`src/rtl/nca_pkg.sv`:
```
// Shared types and codes for the nearest cell assignment block.
// No dependencies; imported by the core and its checker.
`timescale 1ns / 1ps

package nca_pkg;

   localparam int NCA_TABLE_CELLS = 64;

   localparam int COORD_W = 12;
   localparam int DIST_W  = 2 * COORD_W + 1;

   localparam logic [1:0] CMD_CLEAR = 2'd0;
   localparam logic [1:0] CMD_LOAD  = 2'd1;
   localparam logic [1:0] CMD_QUERY = 2'd2;

   typedef struct packed {
      logic [1:0]         cmd;
      logic [7:0]         cell_row;
      logic [7:0]         cell_col;
      logic [COORD_W-1:0] cell_x;
      logic [COORD_W-1:0] cell_y;
      logic [COORD_W-1:0] box_x;
      logic [COORD_W-1:0] box_y;
      logic [9:0]         box_id;
   } nca_req_type;

   typedef struct packed {
      logic       matched;
      logic [7:0] match_row;
      logic [7:0] match_col;
      logic [9:0] match_box_id;
   } nca_rsp_type;

   // one table entry, 40 bits
   typedef struct packed {
      logic [7:0]         row;
      logic [7:0]         col;
      logic [COORD_W-1:0] x;
      logic [COORD_W-1:0] y;
   } nca_cell_type;

   typedef enum logic [1:0] {
      ST_IDLE,
      ST_SCAN,
      ST_DRAIN,
      ST_FINISH
   } nca_state_type;

endpackage

```
`src/rtl/nearest_cell_assignment_core.sv`:
```
// Nearest cell assignment: cell table memory, scan pipeline and result register.
// Depends on nca_pkg.
`timescale 1ns / 1ps

// Keeps up to TABLE_CELLS grid cells (row, column, centroid x/y) in a
// synchronous RAM with one write and one read port and answers
// nearest-centroid queries. A clear word empties the table and a load word
// appends one cell (ignored when the table is full); neither closes the
// input. A query word walks the stored cells in load order, one RAM read per
// cycle, through a four-stage pipe (read, absolute difference, squaring,
// compare) and returns the row and column of the cell with the smallest
// exact squared distance; on a tie the earlier cell wins. A query keeps
// req_stall high through the scan, drain and finish states and while its
// result waits for the previous result to leave the output register; an
// empty table skips the scan and answers matched = 0. The result sits in
// an output register, so the next word is taken while a result still waits
// on rsp_stall. Loads and scan reads never overlap: the table is only
// written while no scan runs.
module nearest_cell_assignment_core #(
   parameter int TABLE_CELLS = nca_pkg::NCA_TABLE_CELLS
) (
   input  logic                 clock,
   input  logic                 reset,
   input  logic                 req_valid,
   output logic                 req_stall,
   input  nca_pkg::nca_req_type req_word,
   output logic                 rsp_valid,
   input  logic                 rsp_stall,
   output nca_pkg::nca_rsp_type rsp_word
);
   import nca_pkg::*;

   localparam int IDX_W = (TABLE_CELLS > 1) ? $clog2(TABLE_CELLS) : 1;
   localparam int CNT_W = $clog2(TABLE_CELLS + 1);

   // cell table
   nca_cell_type mem [TABLE_CELLS];

   nca_state_type state_ff, state_in;

   logic [CNT_W-1:0] count_ff;
   logic [IDX_W-1:0] idx_ff;

   // latched query
   logic [COORD_W-1:0] box_x_ff, box_y_ff;
   logic [9:0]         box_id_ff;

   // stage 1: RAM read data
   logic         rd_valid_ff, rd_last_ff;
   nca_cell_type rd_data_ff;

   // stage 2: absolute differences
   logic               dif_valid_ff, dif_last_ff;
   logic [COORD_W-1:0] dx_ff, dy_ff;
   logic [7:0]         dif_row_ff, dif_col_ff;

   // stage 3: squares
   logic                 sq_valid_ff, sq_last_ff;
   logic [2*COORD_W-1:0] dx2_ff, dy2_ff;
   logic [7:0]           sq_row_ff, sq_col_ff;

   // stage 4: running best
   logic              found_ff;
   logic [DIST_W-1:0] best_ff;
   logic [7:0]        best_row_ff, best_col_ff;

   logic        rsp_valid_ff;
   nca_rsp_type rsp_word_ff;

   logic              req_acc;
   logic              issue;
   logic              last_issue;
   logic              finish_go;
   logic              table_full;
   logic [DIST_W-1:0] dist_sum;
   nca_cell_type      wr_cell;

   assign req_acc    = req_valid && !req_stall;
   assign table_full = (count_ff == CNT_W'(TABLE_CELLS));
   assign last_issue = ((CNT_W'(idx_ff) + CNT_W'(1)) == count_ff);
   assign dist_sum   = DIST_W'(dx2_ff) + DIST_W'(dy2_ff);

   assign wr_cell.row = req_word.cell_row;
   assign wr_cell.col = req_word.cell_col;
   assign wr_cell.x   = req_word.cell_x;
   assign wr_cell.y   = req_word.cell_y;

   // ---- control
   always_ff @(posedge clock) begin
      if (reset) begin
         state_ff <= ST_IDLE;
      end else begin
         state_ff <= state_in;
      end
   end

   always_comb begin
      state_in  = state_ff;
      req_stall = 1'b1;
      issue     = 1'b0;
      finish_go = 1'b0;
      unique case (state_ff)
         ST_IDLE: begin
            req_stall = 1'b0;
            if (req_valid && req_word.cmd == CMD_QUERY) begin
               state_in = (count_ff == '0) ? ST_FINISH : ST_SCAN;
            end
         end
         ST_SCAN: begin
            issue = 1'b1;
            if (last_issue) begin
               state_in = ST_DRAIN;
            end
         end
         ST_DRAIN: begin
            // final compare lands at this edge
            if (sq_valid_ff && sq_last_ff) begin
               state_in = ST_FINISH;
            end
         end
         ST_FINISH: begin
            if (!rsp_valid_ff || !rsp_stall) begin
               finish_go = 1'b1;
               state_in  = ST_IDLE;
            end
         end
         default: state_in = ST_IDLE;
      endcase
   end

   // ---- table memory
   always_ff @(posedge clock) begin
      if (req_acc && req_word.cmd == CMD_LOAD && !table_full) begin
         mem[count_ff[IDX_W-1:0]] <= wr_cell;
      end
   end

   always_ff @(posedge clock) begin
      rd_data_ff <= mem[idx_ff];
   end

   // ---- fill count and scan index
   always_ff @(posedge clock) begin
      if (reset) begin
         count_ff <= '0;
      end else if (req_acc) begin
         if (req_word.cmd == CMD_CLEAR) begin
            count_ff <= '0;
         end else if (req_word.cmd == CMD_LOAD && !table_full) begin
            count_ff <= count_ff + CNT_W'(1);
         end
      end
   end

   always_ff @(posedge clock) begin
      if (req_acc && req_word.cmd == CMD_QUERY) begin
         idx_ff    <= '0;
         box_x_ff  <= req_word.box_x;
         box_y_ff  <= req_word.box_y;
         box_id_ff <= req_word.box_id;
      end else if (issue) begin
         idx_ff <= idx_ff + IDX_W'(1);
      end
   end

   // ---- scan pipe valids
   always_ff @(posedge clock) begin
      if (reset) begin
         rd_valid_ff  <= 1'b0;
         dif_valid_ff <= 1'b0;
         sq_valid_ff  <= 1'b0;
      end else begin
         rd_valid_ff  <= issue;
         dif_valid_ff <= rd_valid_ff;
         sq_valid_ff  <= dif_valid_ff;
      end
   end

   // ---- scan pipe data
   always_ff @(posedge clock) begin
      rd_last_ff  <= issue && last_issue;

      dif_last_ff <= rd_last_ff;
      dx_ff       <= (box_x_ff >= rd_data_ff.x) ? box_x_ff - rd_data_ff.x
                                                 : rd_data_ff.x - box_x_ff;
      dy_ff       <= (box_y_ff >= rd_data_ff.y) ? box_y_ff - rd_data_ff.y
                                                 : rd_data_ff.y - box_y_ff;
      dif_row_ff  <= rd_data_ff.row;
      dif_col_ff  <= rd_data_ff.col;

      sq_last_ff  <= dif_last_ff;
      dx2_ff      <= (2*COORD_W)'(dx_ff) * (2*COORD_W)'(dx_ff);
      dy2_ff      <= (2*COORD_W)'(dy_ff) * (2*COORD_W)'(dy_ff);
      sq_row_ff   <= dif_row_ff;
      sq_col_ff   <= dif_col_ff;
   end

   // ---- running minimum, strict compare keeps the earlier cell on a tie
   always_ff @(posedge clock) begin
      if (reset) begin
         found_ff <= 1'b0;
      end else if (req_acc && req_word.cmd == CMD_QUERY) begin
         found_ff <= 1'b0;
      end else if (sq_valid_ff) begin
         found_ff <= 1'b1;
      end
   end

   always_ff @(posedge clock) begin
      if (req_acc && req_word.cmd == CMD_QUERY) begin
         best_row_ff <= '0;
         best_col_ff <= '0;
      end else if (sq_valid_ff && (!found_ff || dist_sum < best_ff)) begin
         best_ff     <= dist_sum;
         best_row_ff <= sq_row_ff;
         best_col_ff <= sq_col_ff;
      end
   end

   // ---- result register
   always_ff @(posedge clock) begin
      if (reset) begin
         rsp_valid_ff <= 1'b0;
      end else if (finish_go) begin
         rsp_valid_ff <= 1'b1;
      end else if (!rsp_stall) begin
         rsp_valid_ff <= 1'b0;
      end
   end

   always_ff @(posedge clock) begin
      if (finish_go) begin
         rsp_word_ff.matched      <= found_ff;
         rsp_word_ff.match_row    <= best_row_ff;
         rsp_word_ff.match_col    <= best_col_ff;
         rsp_word_ff.match_box_id <= box_id_ff;
      end
   end

   assign rsp_valid = rsp_valid_ff;
   assign rsp_word  = rsp_word_ff;

endmodule

```
`config.mk`:
```
export PLATFORM = sky130hd
export DESIGN_NAME = nearest_cell_assignment_core
export DESIGN_NICKNAME = d
export VERILOG_FILES = /design/src/rtl/nca_pkg.sv /design/src/rtl/nearest_cell_assignment_core.sv
export SDC_FILE = /design/constraint.sdc
export NUM_CORES = 2
export LEC_CHECK = 0
export BUFFER_PORTS_ARGS = -buffer_cell sky130_fd_sc_hd__buf_2
export CAP_MARGIN = 20
export CORE_UTILIZATION = 42
export CTS_BUF_LIST = sky130_fd_sc_hd__clkbuf_8
export DETAILED_ROUTE_END_ITERATION = 16
export HOLD_SLACK_MARGIN = 0.08
export PLACE_DENSITY = 0.63
export SYNTH_ARGS = -nofsm -noshare
export SYNTH_HDL_FRONTEND = slang
export SYNTH_SLANG_ARGS = --single-unit
```
`constraint.sdc`:
```
create_clock -name clock -period 11.9 [get_ports clock]
set_input_delay 1.785 -clock clock [delete_from_list [all_inputs] [get_ports clock]]
set_output_delay 1.785 -clock clock [all_outputs]
set_load 0.03 [all_outputs]
```
# Word level (Yosys, flattened, before mapping)
# Memories as Yosys holds them, arrays and structs flattened. A register that Yosys moved wholly into a read port is not among the register bits.
# Index checks and enable logic that the tools add are counted.
# totals
regBits,229
mem_bits_rw,2560
out_inout_bits,29
n_memories,1
# op_classes
add_sub_neg,8
mul,2
magnitude_cmp,3
n_eq_ne,12
muxes,18
bitwise_logic,1
reduce_logical,23
# memory_table
memory,words,word_bits,rd,rd_ports_with_merged_regs,write_ports,line,text
mem,64,40,1,1,1,nearest_cell_assignment_core.sv:37,nca_cell_type mem [TABLE_CELLS];
# ops
operator,n
12-bit by 12-bit multiplier with 24-bit output,2
12-bit subtractor,4
24-bit by 24-bit adder with 25-bit output,1
25-bit less-than comparator,1
12-bit >= comparator,2
12-bit 2-to-1 mux,2
7-bit 2-to-1 mux,2
2-bit 2-to-1 mux,5
1-bit logical AND,9
1-bit 2-to-1 mux,8
2-bit case mux with 4 select lines,1
6-bit by 1-bit adder with 7-bit output (second input constant),1
7-bit by 1-bit adder with 7-bit output (second input constant),1
7-bit == test,1
7-bit == test (second input constant),1
7-bit zero test,1
6-bit by 1-bit adder with 6-bit output (second input constant),1
2-bit == test (second input constant),3
2-bit != test (second input constant),3
2-bit by 1-bit == test with 1-bit output (second input constant),2
1-bit zero test,4
2-bit zero test,2
2-bit by 1-bit != test with 1-bit output (second input constant),2
2-bit AND reduction,2
other kinds (5),6

# Longest topological paths before layout
# depth
ltp_word,6
mapped_depth,21
depth_no_buf,20

# Least setup slack after synthesis
# Ideal clock, no wire load.
# synth_timing
path_type,register to register
startpoint,register dy_ff[5]
endpoint,register dy2_ff[23]
arrival_time_ns,5.167
t_required_ns,11.778
path_slack_ns,6.611
path_stages_with_launch,18
path_buffers,1
synth_period_minus_slack_ns,5.289
path_cell_list,dfxtp_1 > clkbuf_1 > nand2_1 > fa_1 > inv_1 > fa_1 > fa_1 > fa_1 > inv_1 > fa_1 > inv_1 > ha_1 > nand3_1 > nor4_1 > nor3_1 > o311ai_0 > a31oi_1 > a311o_1
# synth_via
elab_chain_cells,1
# synth_rtl
item,line,text
"start, declared",nearest_cell_assignment_core.sv:54,"logic [COORD_W-1:0] dx_ff, dy_ff;"
"start signal, assigned",nearest_cell_assignment_core.sv:186,dy_ff <= (box_y_ff >= rd_data_ff.y) ? box_y_ff - rd_data_ff.y
12-bit by 12-bit multiplier with 24-bit output,nearest_cell_assignment_core.sv:193,dy2_ff <= (2*COORD_W)'(dy_ff) * (2*COORD_W)'(dy_ff);
"end signal, assigned",nearest_cell_assignment_core.sv:193,
"end, declared",nearest_cell_assignment_core.sv:59,"logic [2*COORD_W-1:0] dx2_ff, dy2_ff;"
# Every way passes these cells.
# A chain may end at the register's enable or synchronous reset.

# Worst setup path in the final report
# Same ends and word-level chain as after synthesis.

==> reports/metrics.cfg <==
[outcome]
status = finished clean

[logic_synthesis]
ys.flop_type = edfxtp_1
yosysSeqAreaShare_pct = 71.6
synth_fp_nets = 6129
syn_area_per_cell_um2 = 20.5
ys_ff_latch = 2827
synth_cell_types = 58
synth_warnings = 0
synthCells = 5670
synth_edf_count = 2646
synthArstFlopShare_pct = 0
synth_area_um2 = 116000

[worst_setup_path]
slowest_stage = dfxtp_1
cp_slowest_stage_delay_ns = 0.66
critPathLaunchType = register
cp-end-kind = register
critPathBufInv = 3
cpMostUsedCell = fa_1
cp-startpoint = dy_ff[5]$_DFF_P_
path_class = register to register
required_ns = 12.81
r2r-start = dy_ff[5]$_DFF_P_
worstPathArrival_ns = 6.89
crit_family = adder cells
crit_fanout = 14
crit_chain = nand2_1 > fa_1 > inv_1 > fa_1 > fa_1 > fa_1 > inv_1 > fa_1 > inv_1 > ha_1 > nand3_1 > nor4_1 > nor3_1 > o311ai_0 > a31oi_1 > a311o_1

[clock_tree]
cts_tree = yes
clk_pin_slew_ns = 0.07
cts.repair.resized = 0
h-tree-depth = 5
postCtsSetupRepairBufs = 0
clk_path_buf_depth = 4
clock_latency_ns = 1.06
postCtsHoldBufs = 0
root_buffer = clkbuf_8
cts_sinks = 2827
cts-buffers-inserted = 448

[timing]
setup_tns_ns = 0
finalHoldViolations = 0
report.final.slew_viol_count = 0
period_share_pct = 50.3
worst_slew_pin_slew_ns = 1.16
final-setup-viol-count = 0
period_minus_slack_ns = 5.98
max_freq_ghz = 0.167
relSlewSlack_pct = 22.5
finClkSkew_ns = 0.0833
rsz0062_at_grt = no

[die]
die_height_um = 528
fp.dieW_um = 528
num_io_pins = 109
rows = 192
core_area_um2 = 274000
die-area_um2 = 278000
start_util_pct = 42.3

[place]
numPlacedInstances = 9321
dp_hpwl_mm = 168
place_area_um2 = 121000
gp_congestion = 0.825
port_buffers = 108

[min_path]
hp-start = dif_col_ff[4]$_DFF_P_
hold_class = register to register

[detailed_routing]
drtIter0Drc = 6233
wire_per_inst_um = 28.9
dr_total_vias = 57459
ant_nets = 0
drt_first_pass_iters = 5
viasPerCell = 5.65
finalWirelength_mm = 294
drc = 0

[grt]
grt_pass1_vias = 59137
grt_pass1_wl_mm = 421
grt_overflow = 0
grt_start_max_net_pins = 121
grt.total_usage_pct = 21.1
antenna_found_initial = 34

[layout]
drive_gt1_share_pct = 26.2
nets = 6575
final_cells = 10166
fin_util_pct = 47.6
area_growth_pct = 12.4
final_area_um2 = 130000

[run]
max-cap-violations = 0

-- synthesized netlist by cell type (21+ instances only) --
cell / count / area share (%)
a21oi_1: 108 / 0.47
clkbuf_1: 136 / 0.44
fa_1: 161 / 2.8
nor2_1: 158 / 0.51
nor3_1: 21 / 0.091
edfxtp_1: 2646 / 68
buf_4: 26 / 0.17
dfxtp_1: 181 / 3.1
nand2_1: 127 / 0.41
ha_1: 218 / 2.3
and2_1: 91 / 0.49
xnor2_1: 53 / 0.40
mux2i_1: 76 / 0.66
mux4_2: 800 / 16
buf_2: 65 / 0.28
nor2b_1: 61 / 0.33
inv_1: 341 / 1.1
o21ai_0: 47 / 0.20
buf_1: 21 / 0.068
xor2_1: 45 / 0.34
a21o_1: 42 / 0.27
a211oi_1: 64 / 0.41
-- cells in the final DEF (no fill, tap or decap), types with 93 or more instances in the layout --
| cell | count |
|---|---|
| nand2_1 | 127 |
| inv_1 | 490 |
| nor2_1 | 93 |
| edfxtp_1 | 2646 |
| clkinv_1 | 99 |
| mux4_2 | 800 |
| a21oi_1 | 108 |
| buf_4 | 105 |
| clkbuf_8 | 477 |
| buf_2 | 108 |
| fa_1 | 161 |
| dfxtp_1 | 175 |
| ha_1 | 218 |
-- registers in the layout (all words and copies together) (netlist names), 10 cells and up --
signal / count
rsp_word: 27
dy_ff: 12
box_x_ff: 12
dy2_ff: 23
dx_ff: 12
rd_data_ff: 40
box_id_ff: 10
mem: 2560
best_ff: 25
box_y_ff: 12
dx2_ff: 23
-- area by class of cell --
class	instances	area [um^2]
Fill cell	22572	144000
Sequential cell	2827	83100
Multi-Input combinational cell	2246	31000
Clock buffer	477	6570
Tap cell	3686	4610
Timing Repair Buffer	251	2100
Clock inverter	326	1730
Inverter	342	1280
Antenna cell	11	27.5
-- worst reg2reg max path, cell delays in order, from the launching register on --
cell and delay (ns):
dfxtp_1 0.66, nand2_1 0.16, fa_1 0.61, inv_1 0.07, fa_1 0.48, fa_1 0.51, fa_1 0.49, inv_1 0.05
fa_1 0.47, inv_1 0.04, ha_1 0.36, nand3_1 0.17, nor4_1 0.36, nor3_1 0.11, o311ai_0 0.61, a31oi_1 0.31
a311o_1 0.38
-- metal layers --
layer  up-vias  global-route usage, %  wire, um
li1      23714                      -         -
met4         8                   5.73      7580
met3       477                   4.36     26400
met2      2644                   33.4    139000
met1     30616                   29.6    121000
met5         -                      0        53
-- through the flow --
step	setup slack (ns)	hold slack [ns]
floorplan	6.61	0.310
global placement	6.11	0.311
detailed placement	6.04	0.312
CTS	5.98	0.298
global route	5.64	0.317
finish	5.92	0.308
-- cells by family after synthesis --
group                    Yosys count  share of synthesized area (%)
AND/OR/NAND/NOR                  544                           2.29
AO/OA/AOI/OAI                    343                           1.91
buffers and inverters            597                           2.13
flip-flops                      2827                           71.6
multiplexers                     882                           16.2
XOR/XNOR                          98                          0.739
adder cells (fa/ha/maj)          379                           5.13
-- worst paths after layout --
kind | slack [ns] | to | depth (start not counted)
setup / recovery | 5.92 | dy2_ff[23]$_DFF_P_ | 16
hold / removal | 0.31 | sq_col_ff[4]$_DFF_P_ | 0
setup reg to reg | 5.92 | dy2_ff[23]$_DFF_P_ | 16
hold reg to reg | 0.31 | sq_col_ff[4]$_DFF_P_ | 0
Power is not shown: default switching activity piles up to over one toggle a cycle in this logic, so the estimate is an artifact.
